$ cat src/rtl/tle_pkg.sv
// Shared types and byte codes for the telnet line editor.
`timescale 1ns / 1ps

package tle_pkg;

    localparam int LINE_MAX_DEF = 256;

    localparam logic [7:0] BYTE_IAC   = 8'd255;
    localparam logic [7:0] BYTE_CR    = 8'd13;
    localparam logic [7:0] BYTE_LF    = 8'd10;
    localparam logic [7:0] BYTE_BS    = 8'd8;
    localparam logic [7:0] BYTE_DEL   = 8'd127;
    localparam logic [7:0] BYTE_SPACE = 8'd32;
    localparam logic [7:0] BYTE_TILDE = 8'd126;
    localparam logic [7:0] CMD_WILL   = 8'd251;
    localparam logic [7:0] CMD_DO     = 8'd253;
    localparam logic [7:0] CMD_DONT   = 8'd254;
    localparam logic [7:0] OPT_ECHO   = 8'd1;

    localparam logic [1:0] ECNT_NONE  = 2'd0;
    localparam logic [1:0] ECNT_CHAR  = 2'd1;
    localparam logic [1:0] ECNT_CRLF  = 2'd2;
    localparam logic [1:0] ECNT_ERASE = 2'd3;

    typedef enum logic [1:0] {
        PH_TEXT = 2'd0,
        PH_CMD  = 2'd1,
        PH_OPT  = 2'd2
    } t_phase;

    typedef enum logic [1:0] {
        ACT_NONE   = 2'd0,
        ACT_APPEND = 2'd1,
        ACT_DELETE = 2'd2,
        ACT_DONE   = 2'd3
    } t_action;

    // Parser control state, apart from the line counter.
    typedef struct packed {
        t_phase phase;
        logic   pend_do;
        logic   pend_dont;
        logic   echo_on;
    } t_parse;

    typedef struct packed {
        logic [1:0] echo_count;
        logic [7:0] echo_first;
        logic [7:0] echo_second;
        logic [7:0] echo_third;
        t_action    line_action;
        logic [7:0] line_char;
        logic [8:0] line_length;
        logic       char_dropped;
    } t_result;

endpackage

$ cat src/rtl/tle_ifs.sv
// Handshake interfaces for the received byte channel and the result channel.
`timescale 1ns / 1ps

interface tle_rx_if;
    logic       valid;
    logic       ready;
    logic [7:0] rx_byte;

    modport source (output valid, output rx_byte, input ready);
    modport sink (input valid, input rx_byte, output ready);
endinterface

interface tle_res_if;
    logic       valid;
    logic       ready;
    logic [1:0] echo_count;
    logic [7:0] echo_first;
    logic [7:0] echo_second;
    logic [7:0] echo_third;
    logic [1:0] line_action;
    logic [7:0] line_char;
    logic [8:0] line_length;
    logic       char_dropped;

    modport source (output valid, output echo_count, output echo_first, output echo_second,
                    output echo_third, output line_action, output line_char,
                    output line_length, output char_dropped, input ready);
    modport sink (input valid, input echo_count, input echo_first, input echo_second,
                  input echo_third, input line_action, input line_char,
                  input line_length, input char_dropped, output ready);
endinterface

$ cat src/rtl/tle_step.sv
// Combinational parse step: one byte against the current state.
`timescale 1ns / 1ps

module tle_step
    import tle_pkg::*;
#(
    parameter int LINE_MAX = LINE_MAX_DEF,
    localparam int CNT_W   = $clog2(LINE_MAX + 1)
) (
    input  t_parse           i_parse,
    input  logic [CNT_W-1:0] i_count,
    input  logic [7:0]       i_byte,
    output t_parse           o_parse,
    output logic [CNT_W-1:0] o_count,
    output t_result          o_res
);

    t_result w_res;

    always_comb begin
        o_parse = i_parse;
        o_count = i_count;
        w_res   = '0;

        case (i_parse.phase)
            PH_CMD: begin
                if (i_byte inside {[CMD_WILL:CMD_DONT]}) begin
                    o_parse.pend_do   = (i_byte == CMD_DO);
                    o_parse.pend_dont = (i_byte == CMD_DONT);
                    o_parse.phase     = PH_OPT;
                end else begin
                    o_parse.phase = PH_TEXT;
                end
            end
            PH_OPT: begin
                if (i_byte == OPT_ECHO) begin
                    if (i_parse.pend_do) begin
                        o_parse.echo_on = 1'b1;
                    end else if (i_parse.pend_dont) begin
                        o_parse.echo_on = 1'b0;
                    end
                end
                o_parse.pend_do   = 1'b0;
                o_parse.pend_dont = 1'b0;
                o_parse.phase     = PH_TEXT;
            end
            PH_TEXT: begin
                if (i_byte == BYTE_IAC) begin
                    o_parse.phase = PH_CMD;
                end else if (i_byte == BYTE_CR) begin
                    w_res.line_action = ACT_DONE;
                    w_res.line_length = 9'(i_count);
                    w_res.echo_count  = ECNT_CRLF;
                    w_res.echo_first  = BYTE_CR;
                    w_res.echo_second = BYTE_LF;
                    o_count           = '0;
                end else if (i_byte inside {BYTE_BS, BYTE_DEL}) begin
                    if (i_count != '0) begin
                        o_count           = i_count - CNT_W'(1);
                        w_res.line_action = ACT_DELETE;
                        w_res.echo_count  = ECNT_ERASE;
                        w_res.echo_first  = i_byte;
                        w_res.echo_second = BYTE_SPACE;
                        w_res.echo_third  = i_byte;
                    end
                end else if (i_byte inside {[BYTE_SPACE:BYTE_TILDE]}) begin
                    if (i_count < CNT_W'(LINE_MAX)) begin
                        o_count           = i_count + CNT_W'(1);
                        w_res.line_action = ACT_APPEND;
                        w_res.line_char   = i_byte;
                        w_res.echo_count  = ECNT_CHAR;
                        w_res.echo_first  = i_byte;
                    end else begin
                        w_res.char_dropped = 1'b1;
                    end
                end
            end
            default: begin
                o_parse.phase = PH_TEXT;
            end
        endcase

        o_res = w_res;
        // Mask the echo bytes while echo is off.
        if (!o_parse.echo_on) begin
            o_res.echo_count  = ECNT_NONE;
            o_res.echo_first  = '0;
            o_res.echo_second = '0;
            o_res.echo_third  = '0;
        end
    end

endmodule

$ cat src/rtl/telnet_line_editor.sv
// Top level of the telnet line editor: input register, parse step, result register.
`timescale 1ns / 1ps
// An accepted item passes the input register, then the result register, before it shows on o_res.
// Throughput: one item per cycle while o_res.ready stays high; the combinational parse step
//   between the input and result registers updates parse state and the line counter together.
// Reset (i_rst_n low, synchronous): both register stages empty, text phase, echo off,
//   empty line.

module telnet_line_editor
    import tle_pkg::*;
#(
    parameter int LINE_MAX = LINE_MAX_DEF
) (
    input  logic       i_clk,
    input  logic       i_rst_n,
    tle_rx_if.sink     i_rx,
    tle_res_if.source  o_res
);

    localparam int CNT_W = $clog2(LINE_MAX + 1);

    // Input stage: hold one received byte until the step can take it.
    logic             r_in_valid;
    logic [7:0]       r_in_byte;

    // Parse state and line counter.
    t_parse           r_parse;
    t_parse           n_parse;
    logic [CNT_W-1:0] r_count;
    logic [CNT_W-1:0] n_count;

    // Result stage.
    logic             r_out_valid;
    t_result          r_res;
    t_result          n_res;

    logic             w_adv;
    logic             w_in_take;

    // Advance the held byte whenever the result register is empty or being drained.
    assign w_adv     = r_in_valid && (!r_out_valid || o_res.ready);
    // Take a new byte when the input register is empty or moves on this cycle.
    assign i_rx.ready = !r_in_valid || w_adv;
    assign w_in_take = i_rx.valid && i_rx.ready;

    tle_step #(
        .LINE_MAX (LINE_MAX)
    ) u_step (
        .i_parse (r_parse),
        .i_count (r_count),
        .i_byte  (r_in_byte),
        .o_parse (n_parse),
        .o_count (n_count),
        .o_res   (n_res)
    );

    always_ff @(posedge i_clk) begin
        if (!i_rst_n) begin
            r_in_valid <= 1'b0;
        end else if (w_in_take) begin
            r_in_valid <= 1'b1;
        end else if (w_adv) begin
            r_in_valid <= 1'b0;
        end
    end

    always_ff @(posedge i_clk) begin
        if (w_in_take) begin
            r_in_byte <= i_rx.rx_byte;
        end
    end

    // Commit state only when the byte actually moves into the result register.
    always_ff @(posedge i_clk) begin
        if (!i_rst_n) begin
            r_parse <= '{phase: PH_TEXT, pend_do: 1'b0, pend_dont: 1'b0, echo_on: 1'b0};
            r_count <= '0;
        end else if (w_adv) begin
            r_parse <= n_parse;
            r_count <= n_count;
        end
    end

    always_ff @(posedge i_clk) begin
        if (!i_rst_n) begin
            r_out_valid <= 1'b0;
        end else if (w_adv) begin
            r_out_valid <= 1'b1;
        end else if (o_res.ready) begin
            r_out_valid <= 1'b0;
        end
    end

    always_ff @(posedge i_clk) begin
        if (w_adv) begin
            r_res <= n_res;
        end
    end

    assign o_res.valid        = r_out_valid;
    assign o_res.echo_count   = r_res.echo_count;
    assign o_res.echo_first   = r_res.echo_first;
    assign o_res.echo_second  = r_res.echo_second;
    assign o_res.echo_third   = r_res.echo_third;
    assign o_res.line_action  = r_res.line_action;
    assign o_res.line_char    = r_res.line_char;
    assign o_res.line_length  = r_res.line_length;
    assign o_res.char_dropped = r_res.char_dropped;

    // The line counter never passes the line limit.
    a_count_bound: assert property (@(posedge i_clk) disable iff (!i_rst_n)
        r_count <= CNT_W'(LINE_MAX))
        else $error("line counter beyond limit");

    // An append result goes with the counter one higher than before.
    a_append_count: assert property (@(posedge i_clk) disable iff (!i_rst_n)
        (w_adv && n_res.line_action == ACT_APPEND) |=> (r_count == $past(r_count) + CNT_W'(1)))
        else $error("append did not advance line counter");

    // A completed line clears the counter.
    a_done_clear: assert property (@(posedge i_clk) disable iff (!i_rst_n)
        (w_adv && n_res.line_action == ACT_DONE) |=> (r_count == '0))
        else $error("line complete left characters in counter");

    // A dropped character leaves the line untouched.
    a_drop_no_act: assert property (@(posedge i_clk) disable iff (!i_rst_n)
        (r_out_valid && r_res.char_dropped) |-> (r_res.line_action == ACT_NONE))
        else $error("dropped character with line action");

    // No echo leaves the block while echo is off.
    a_echo_off: assert property (@(posedge i_clk) disable iff (!i_rst_n)
        (w_adv && !n_parse.echo_on) |=> (r_res.echo_count == ECNT_NONE))
        else $error("echo produced while echo off");

endmodule

$ cat src/flat_wrapper.sv
// flat-port wrapper written by rule: the top's interface ports become plain ports
module telnet_line_editor_flat import tle_pkg::*;
#(
    parameter int LINE_MAX = LINE_MAX_DEF
)
  (i_clk, i_rst_n, i_rx_valid, i_rx_rx_byte, i_rx_ready, o_res_valid, o_res_echo_count, o_res_echo_first, o_res_echo_second, o_res_echo_third, o_res_line_action, o_res_line_char, o_res_line_length, o_res_char_dropped, o_res_ready);
  tle_rx_if i_rx_i ();
  tle_res_if o_res_i ();
  input  logic i_clk;
  input  logic i_rst_n;
  input wire logic [$bits(i_rx_i.valid)-1:0] i_rx_valid;
  input wire logic [$bits(i_rx_i.rx_byte)-1:0] i_rx_rx_byte;
  output wire logic [$bits(i_rx_i.ready)-1:0] i_rx_ready;
  output wire logic [$bits(o_res_i.valid)-1:0] o_res_valid;
  output wire logic [$bits(o_res_i.echo_count)-1:0] o_res_echo_count;
  output wire logic [$bits(o_res_i.echo_first)-1:0] o_res_echo_first;
  output wire logic [$bits(o_res_i.echo_second)-1:0] o_res_echo_second;
  output wire logic [$bits(o_res_i.echo_third)-1:0] o_res_echo_third;
  output wire logic [$bits(o_res_i.line_action)-1:0] o_res_line_action;
  output wire logic [$bits(o_res_i.line_char)-1:0] o_res_line_char;
  output wire logic [$bits(o_res_i.line_length)-1:0] o_res_line_length;
  output wire logic [$bits(o_res_i.char_dropped)-1:0] o_res_char_dropped;
  input wire logic [$bits(o_res_i.ready)-1:0] o_res_ready;
  assign i_rx_i.valid = i_rx_valid;
  assign i_rx_i.rx_byte = i_rx_rx_byte;
  assign i_rx_ready = i_rx_i.ready;
  assign o_res_valid = o_res_i.valid;
  assign o_res_echo_count = o_res_i.echo_count;
  assign o_res_echo_first = o_res_i.echo_first;
  assign o_res_echo_second = o_res_i.echo_second;
  assign o_res_echo_third = o_res_i.echo_third;
  assign o_res_line_action = o_res_i.line_action;
  assign o_res_line_char = o_res_i.line_char;
  assign o_res_line_length = o_res_i.line_length;
  assign o_res_char_dropped = o_res_i.char_dropped;
  assign o_res_i.ready = o_res_ready;
  telnet_line_editor #(.LINE_MAX(LINE_MAX)) u_core (.i_clk(i_clk), .i_rst_n(i_rst_n), .i_rx(i_rx_i), .o_res(o_res_i));
endmodule
$ cat config.mk
export PLATFORM = sky130hd
export DESIGN_NAME = telnet_line_editor_flat
export DESIGN_NICKNAME = d
export VERILOG_FILES = /design/src/rtl/tle_pkg.sv /design/src/rtl/tle_ifs.sv /design/src/rtl/tle_step.sv /design/src/rtl/telnet_line_editor.sv /design/src/flat_wrapper.sv
export SDC_FILE = /design/constraint.sdc
export NUM_CORES = 1
export LEC_CHECK = 0
export BUFFER_PORTS_ARGS = -buffer_cell sky130_fd_sc_hd__clkbuf_2
export CAP_MARGIN = 10
export CORE_MARGIN = 8
export CORE_UTILIZATION = 45
export DETAILED_ROUTE_END_ITERATION = 10
export HOLD_SLACK_MARGIN = 0.03
export PLACE_DENSITY_LB_ADDON = 0.2
export SLEW_MARGIN = 20
export SYNTH_ARGS = -nofsm -noshare
export SYNTH_HDL_FRONTEND = slang
export SYNTH_HIERARCHICAL = 1
export SYNTH_SLANG_ARGS = --single-unit
$ cat constraint.sdc
create_clock -name i_clk -period 6.65 [get_ports i_clk]
set_clock_uncertainty 0.15 [all_clocks]
set_input_delay 0.3325 -clock i_clk [delete_from_list [all_inputs] [get_ports i_clk]]
set_output_delay 0.3325 -clock i_clk [all_outputs]
set_load 0.02 [all_outputs]
==> flow_summary.yaml, run 1 <==
logic_synthesis:
  synth_cell_types: 56
  syn_inst: 298
  synth_ff_type: "edfxtp_1"
  synth_area_um2: 3370
  syn_area_per_cell_um2: 11.3
  ys_ff_latch: 70
  seq_area_frac_synth_pct: 57.7
  yosys_warnings: 6
  async_flop_share_pct: 0
  synth-edff-count: 54
timing:
  maxSlewHeadroom_pct: 47.2
  max_freq_ghz: 0.363
  worst_pin_slew_ns: 0.792
  fin_crit_ns: 2.76
  timing.final.crit_share_pct: 41.5
  grt_setup_unrepaired: "false"
  finalHoldViolCount: 0
  tns_ns: 0
  slew_viol_final: 0
  setup_violations: 0
  whs_ns: 0.0733
routing:
  num_vias: 2400
  drt-initial-drc-count: 183
  viasPerCell: 5.15
  totalWireLength_um: 7030
  wl_per_cell_um: 15.1
  postRouteAntennaNets: 0
  drcViolationCount: 0
  drt_first_pass_iters: 7
job:
  max_cap_violations: 0
cts:
  post_cts_resized: 0
  clk_pin_slew_worst_paths_ns: 0.08
  cts.htree.levels: 3
  cts_tree: "done"
  clock_latency_ns: 0.35
  cts_buffers: 9
  root_buffer: "clkbuf_8"
  clkSinkCount: 70
  clockBufferDepth: 2
setup_path:
  crit_arrival_ns: 2.81
  critPathLaunch: "u_core/r_in_byte[5]$_DFFE_PP_"
  r2r_cells: 8
  worst_setup_path_start_kind: "register"
  crit_path_max_fanout: 9
  critPathCaptureType: "register"
  path_class: "reg2reg"
  required_ns: 6.70
  r2r_start: "u_core/r_in_byte[5]$_DFFE_PP_"
placed_design:
  dpl.cell_count: 442
  portBuffers: 59
  gp_congestion: 0.892
  placed_area_um2: 3690
  post-dp-hpwl_um: 4810
run_status:
  outcome: "finished clean"
pwr:
  total_leakage_power_nw: 1.52
  vdd_ir_drop_max_uv: 109
  p_total_w: 0.000909
  power.density_nw_per_um2: 229
global_route:
  top_usage_layer: "met2"
  use_met2_pct: 21.9
  grt_first_pass_wirelength_um: 11200
  track_usage_pct: 14.1
  met1_usage_pct: 17.6
  grt_pass1_vias: 2250
  use_met3_pct: 4.52
  antenna_found_initial: 0
  grt_max_degree: 61
  gr-total-overflow: 0
floorplanning:
  initial_core_util_pct: 46.4
  fp-row-count: 31
  die-area_um2: 10500
  num_io_pins: 60
  dieWidth_um: 103
  fp.dieH_um: 103
  fp.coreArea_um2: 7250
hold_path:
  hp-start: "i_rx_valid"
  holdPathStages: 3
  hp-class: "in2reg"
finish:
  drive_gt1_share_pct: 23.7
  diodes: 0
  finalInstanceArea_um2: 3970
  syn_to_final_growth_pct: 17.8
  nets: 379
  final_cell_count_no_fill: 466
state kept, by name, summed over array words and instances, names as in the netlist:
register                   count
u_core/o_res.line_length       9
u_core/r_count                 9
u_core/o_res.echo_first        8
u_core/o_res.echo_second       8
u_core/o_res.echo_third        8
u_core/o_res.line_char         8
u_core/r_in_byte               8
u_core/r_parse                 5
u_core/o_res.echo_count        2
u_core/o_res.line_action       2
u_core/o_res.char_dropped      1
u_core/o_res.valid             1
u_core/r_in_valid              1
worst max-delay path: stages (launching register included):
cell	delay, ns
edfxtp_1	0.47
or4_4	0.60
nor3_2	0.43
nor2_1	0.16
o31ai_1	0.33
o21a_1	0.19
o221ai_1	0.12
nand2_1	0.08
mux2i_1	0.08
kinds of logic (layout without fill, tap and decap cells):
| family | after synthesis | count (layout) | share of synthesized area [%] |
|---|---|---|---|
| AOI/OAI and AO/OA | 36 | 36 | 8.02 |
| xor gates and xnor gates | 2 | 2 | 0.520 |
| adders and majority gates | 5 | 5 | 1.86 |
| buffers and inverters | 35 | 97 | 5.65 |
| DFF | 70 | 70 | 57.7 |
| muxes | 14 | 14 | 4.16 |
| other | 1 | 8 | 0.111 |
| and+or+nand+nor | 135 | 135 | 22.0 |
power breakdown:
part           internal [W]  leakage [nW]  switching (W)
clock network      0.000173        0.0956       0.000165
logic             0.0000248         0.794      0.0000467
registers          0.000489         0.628      0.0000111
stage by stage:
step	setup WS [ns]	utilization, %
global route	3.67	54.7
floorplan	4.19	-
detailed placement	3.95	50.9
finish	3.89	54.7
global placement	3.98	50.9
CTS	3.92	54.7
layout by cell type (no fill, tap or decap), types with 3 or more instances in the layout:
cell	instances
a31oi_1	3
nor2b_1	3
dlygate4sd3_1	8
inv_1	11
buf_4	3
and2_1	16
a21oi_1	4
dfxtp_1	16
nor3_1	4
mux2i_1	14
and3_1	14
ha_1	5
o21ai_0	6
nand2_1	40
and4_1	3
nor2_1	18
nand4_1	4
clkbuf_8	9
o31ai_1	4
clkbuf_2	59
edfxtp_1	54
or3_1	5
nand3_1	11
conb_1	8
metal layers:
layer / part of all wire [%] / wire, um
met1: 46 / 3210
met2: 45 / 3140
met3: 7.8 / 548
met4: 1.9 / 132
met5: 0 / 0
worst paths after layout:
kind                                                        to  slack, ns
worst min register to register  u_core/r_parse[1]$_SDFFE_PN0P_       0.31
worst max-delay path            u_core/r_count[1]$_SDFFE_PN0P_       3.89
worst max register to register  u_core/r_count[1]$_SDFFE_PN0P_       3.89
worst min-delay path            u_core/r_in_valid$_SDFFE_PN0P_       0.07
Yosys cell counts (3+ instances only):
library cell | instances | area, um^2
o31ai_1 | 4 | 30.0
a31oi_1 | 3 | 18.8
and2_1 | 16 | 100
nor2b_1 | 3 | 18.8
nor2_1 | 18 | 67.6
or3_1 | 5 | 31.3
o21ai_0 | 6 | 30.0
nand3_1 | 11 | 55.1
edfxtp_1 | 54 | 1620
and3_1 | 14 | 87.6
nand2_1 | 40 | 150
buf_4 | 9 | 67.6
and4_1 | 3 | 26.3
dfxtp_1 | 16 | 320
ha_1 | 5 | 62.6
inv_1 | 11 | 41.3
nor3_1 | 4 | 20.0
nand4_1 | 4 | 25.0
a21oi_1 | 4 | 20.0
mux2i_1 | 14 | 140
clkbuf_1 | 12 | 45.0
layout make-up:
type | instances | area (um^2)
inverters | 11 | 41.3
flip-flops and latches | 70 | 1940
well taps | 99 | 124
repair buffers | 70 | 398
clock inverters | 7 | 72.6
multi-input cells | 200 | 1270
clock buffers | 9 | 124
fillers | 649 | 3280
repair_timing:
| action | CTS | global route |
|---|---|---|
| endpoints found under the hold margin | 8 | 0 |
| setup buffers | 0 | 0 |
| hold buffers | 8 | 0 |
No activity file was read; power rests on OpenSTA's default activity.
==> run 2: changes to the inputs <==
==> constraint.sdc (replaced) <==
create_clock -name i_clk -period 2.8 [get_ports i_clk]
set_clock_uncertainty 0.15 [all_clocks]
set_input_delay 0.14 -clock i_clk [delete_from_list [all_inputs] [get_ports i_clk]]
set_output_delay 0.14 -clock i_clk [all_outputs]
set_load 0.02 [all_outputs]
==> run 2 against run 1 <==
- utilization is 1.9 points higher
- worst setup slack worse by 3.7 ns
- die area stayed put
- routed wire length fell by 1.6%
- critical path depth fell by 2
- cell area rose by 3.5%
- clock power is 140% higher
- fmax grew 5.1%
- register-to-register slack lost 3.7 ns
- final cell count grew 3.4%
- count of clock-buffer cells in the layout unchanged
==> flow_summary.yaml, run 2 (synthesized netlist as in run 1, its figures left out) <==
run_status:
  outcome: "finished clean"
timing:
  setup_violations: 0
  finalHoldViolCount: 0
  whs_ns: 0.248
  worst_pin_slew_ns: 0.563
  max_freq_ghz: 0.381
  tns_ns: 0
  timing.final.crit_share_pct: 93.7
  fin_crit_ns: 2.62
  maxSlewHeadroom_pct: 62.5
  grt_setup_unrepaired: "false"
  slew_viol_final: 0
routing:
  totalWireLength_um: 6920
  viasPerCell: 5.13
  num_vias: 2474
  drcViolationCount: 0
  postRouteAntennaNets: 0
  drt_first_pass_iters: 4
  drt-initial-drc-count: 165
  wl_per_cell_um: 14.4
setup_path:
  path_cells: "or4_4, o41ai_1, a21boi_1, nand2b_1, nor2_1, and2_1"
  crit_path_max_fanout: 7
  r2r_start: "u_core/r_in_byte[5]$_DFFE_PP_"
  crit_path_top_delay_cell: "or4_4"
  rrSetupSlack_ns: 0.18
  path_delay_family: "simple AND/OR/NAND/NOR gates"
  path_class: "reg2reg"
  crit_arrival_ns: 2.59
  worst_setup_path_start_kind: "register"
  crit_cells: 6
  r2r_cells: 6
  critPathCaptureType: "register"
  required_ns: 2.76
  rr_endpoint: "u_core/o_res.echo_third[1]$_DFFE_PP_"
  critPathBufInv: 0
  max_stage_delay_ns: 0.59
finish:
  final_common_cell: "clkbuf_2"
  diodes: 0
  nets: 395
  fillers: 662
  drive_gt1_share_pct: 25.8
  final_cell_mix: "clkbuf_2, edfxtp_1, nand2_1"
  syn_to_final_growth_pct: 22.0
floorplanning:
  fp.coreArea_um2: 7250
  fp.dieH_um: 103
  dieWidth_um: 103
  die-area_um2: 10500
  initial_core_util_pct: 46.4
  num_io_pins: 60
  fp-row-count: 31
global_route:
  grt_pass1_vias: 2430
  antenna_found_initial: 0
  gr-total-overflow: 0
  grt_max_degree: 61
  grt_first_pass_wirelength_um: 11400
  track_usage_pct: 14.2
pwr:
  power.share.switching_pct: 24.3
  power.density_nw_per_um2: 529
  vdd_ir_drop_max_uv: 300
  p_sw_w: 0.000528
  pwr-share-seq_pct: 54.2
  total_leakage_power_nw: 1.60
  pwr-share-comb_pct: 8.9
  p_int_w: 0.00165
  clock_power_share_pct: 36.9
cts:
  cts.htree.levels: 3
  clockBufferDepth: 2
  clkSinkCount: 70
  clk_pin_slew_worst_paths_ns: 0.08
  cts_buffers: 9
  cts_tree: "done"
  post_cts_resized: 0
  root_buffer: "clkbuf_8"
  clock_latency_ns: 0.35
hold_path:
  holdPathStages: 3
  hold_end: "u_core/r_parse[1]$_SDFFE_PN0P_"
  hp-class: "in2reg"
  hp-start: "i_rst_n"
placed_design:
  post-dp-hpwl_um: 4790
  gp_congestion: 0.873
  portBuffers: 59
job:
  max_cap_violations: 0
run 2: cell types whose count changed in the layout (fill, tap and decap cells not counted):
cell,before,now
buf_12,0,1
clkinv_2,2,1
dlygate4sd3_1,8,11
clkinvlp_4,2,1
inv_6,1,2
buf_4,3,15
clkinv_1,0,1
run 2: layout make-up:
| cell class | instances | area, um^2 | area share (%) |
|---|---|---|---|
| sequential | 70 | 1940 | 47.3 |
| tap | 99 | 124 | 3.01 |
| timing repair buffer | 86 | 538 | 13.1 |
| inverter | 11 | 41.3 | 1.00 |
| multi-input combinational | 200 | 1270 | 30.8 |
| clock buffer | 9 | 124 | 3.01 |
| clock inverter | 7 | 72.6 | 1.77 |
run 2: per-stage QoR:
step	power, W	util, %	area, um^2	setup WS [ns]	instances
global route	0.00226	56.7	4110	0.000555	482
CTS	0.00219	56.4	4090	0.180	480
finish	0.00217	56.7	4110	0.175	482
floorplan	0.00132	-	3390	0.342	305
detailed placement	0.00138	52.2	3790	0.189	453
global placement	0.00138	52.2	3790	0.247	453
run 2: repair_timing:
item	CTS	global route
hold buffers	11	0
setup endpoints to repair	0	1
hold endpoints to repair	10	0
buffers inserted	0	2
run 2: power by group through the flow:
stage / sequential [W] / clock, W / combinational (W)
final: 0.00118 / 0.000801 / 0.000194
after floorplan: 0.00124 / 0 / 0.0000851
after CTS: 0.00118 / 0.000822 / 0.000193
after detailed placement: 0.00120 / 0 / 0.000180
after global placement: 0.00120 / 0 / 0.000180
after global routing: 0.00118 / 0.000867 / 0.000208
run 2: worst register-to-register path, delay by kind of cell (launching register included):
family | cells | cell delay (ns)
AND/OR/NAND/NOR | 4 | 1.12
flip-flops | 1 | 0.46
AO/OA/AOI/OAI | 2 | 0.65
run 2: worst max path at each step:
| stage | from | endpoint |
|---|---|---|
| floorplan | u_core/r_in_byte[4]$_DFFE_PP_ | u_core/r_count[7]$_SDFFE_PN0P_ |
| global placement | u_core/r_in_byte[4]$_DFFE_PP_ | u_core/r_count[7]$_SDFFE_PN0P_ |
| detailed placement | u_core/r_in_byte[5]$_DFFE_PP_ | u_core/o_res.echo_third[1]$_DFFE_PP_ |
| CTS | u_core/r_in_byte[5]$_DFFE_PP_ | u_core/o_res.echo_third[1]$_DFFE_PP_ |
| global route | u_core/r_in_byte[5]$_DFFE_PP_ | u_core/r_count[7]$_SDFFE_PN0P_ |
| finish | u_core/r_in_byte[5]$_DFFE_PP_ | u_core/o_res.echo_third[1]$_DFFE_PP_ |
run 2: metal layers:
metal / GRT usage [%] / up-vias / wire (um)
met5: 0 / - / 0
met4: 6.32 / 0 / 119
met3: 4.05 / 9 / 516
met2: 22.9 / 79 / 3260
met1: 17.3 / 1155 / 3030
li1: - / 1231 / -
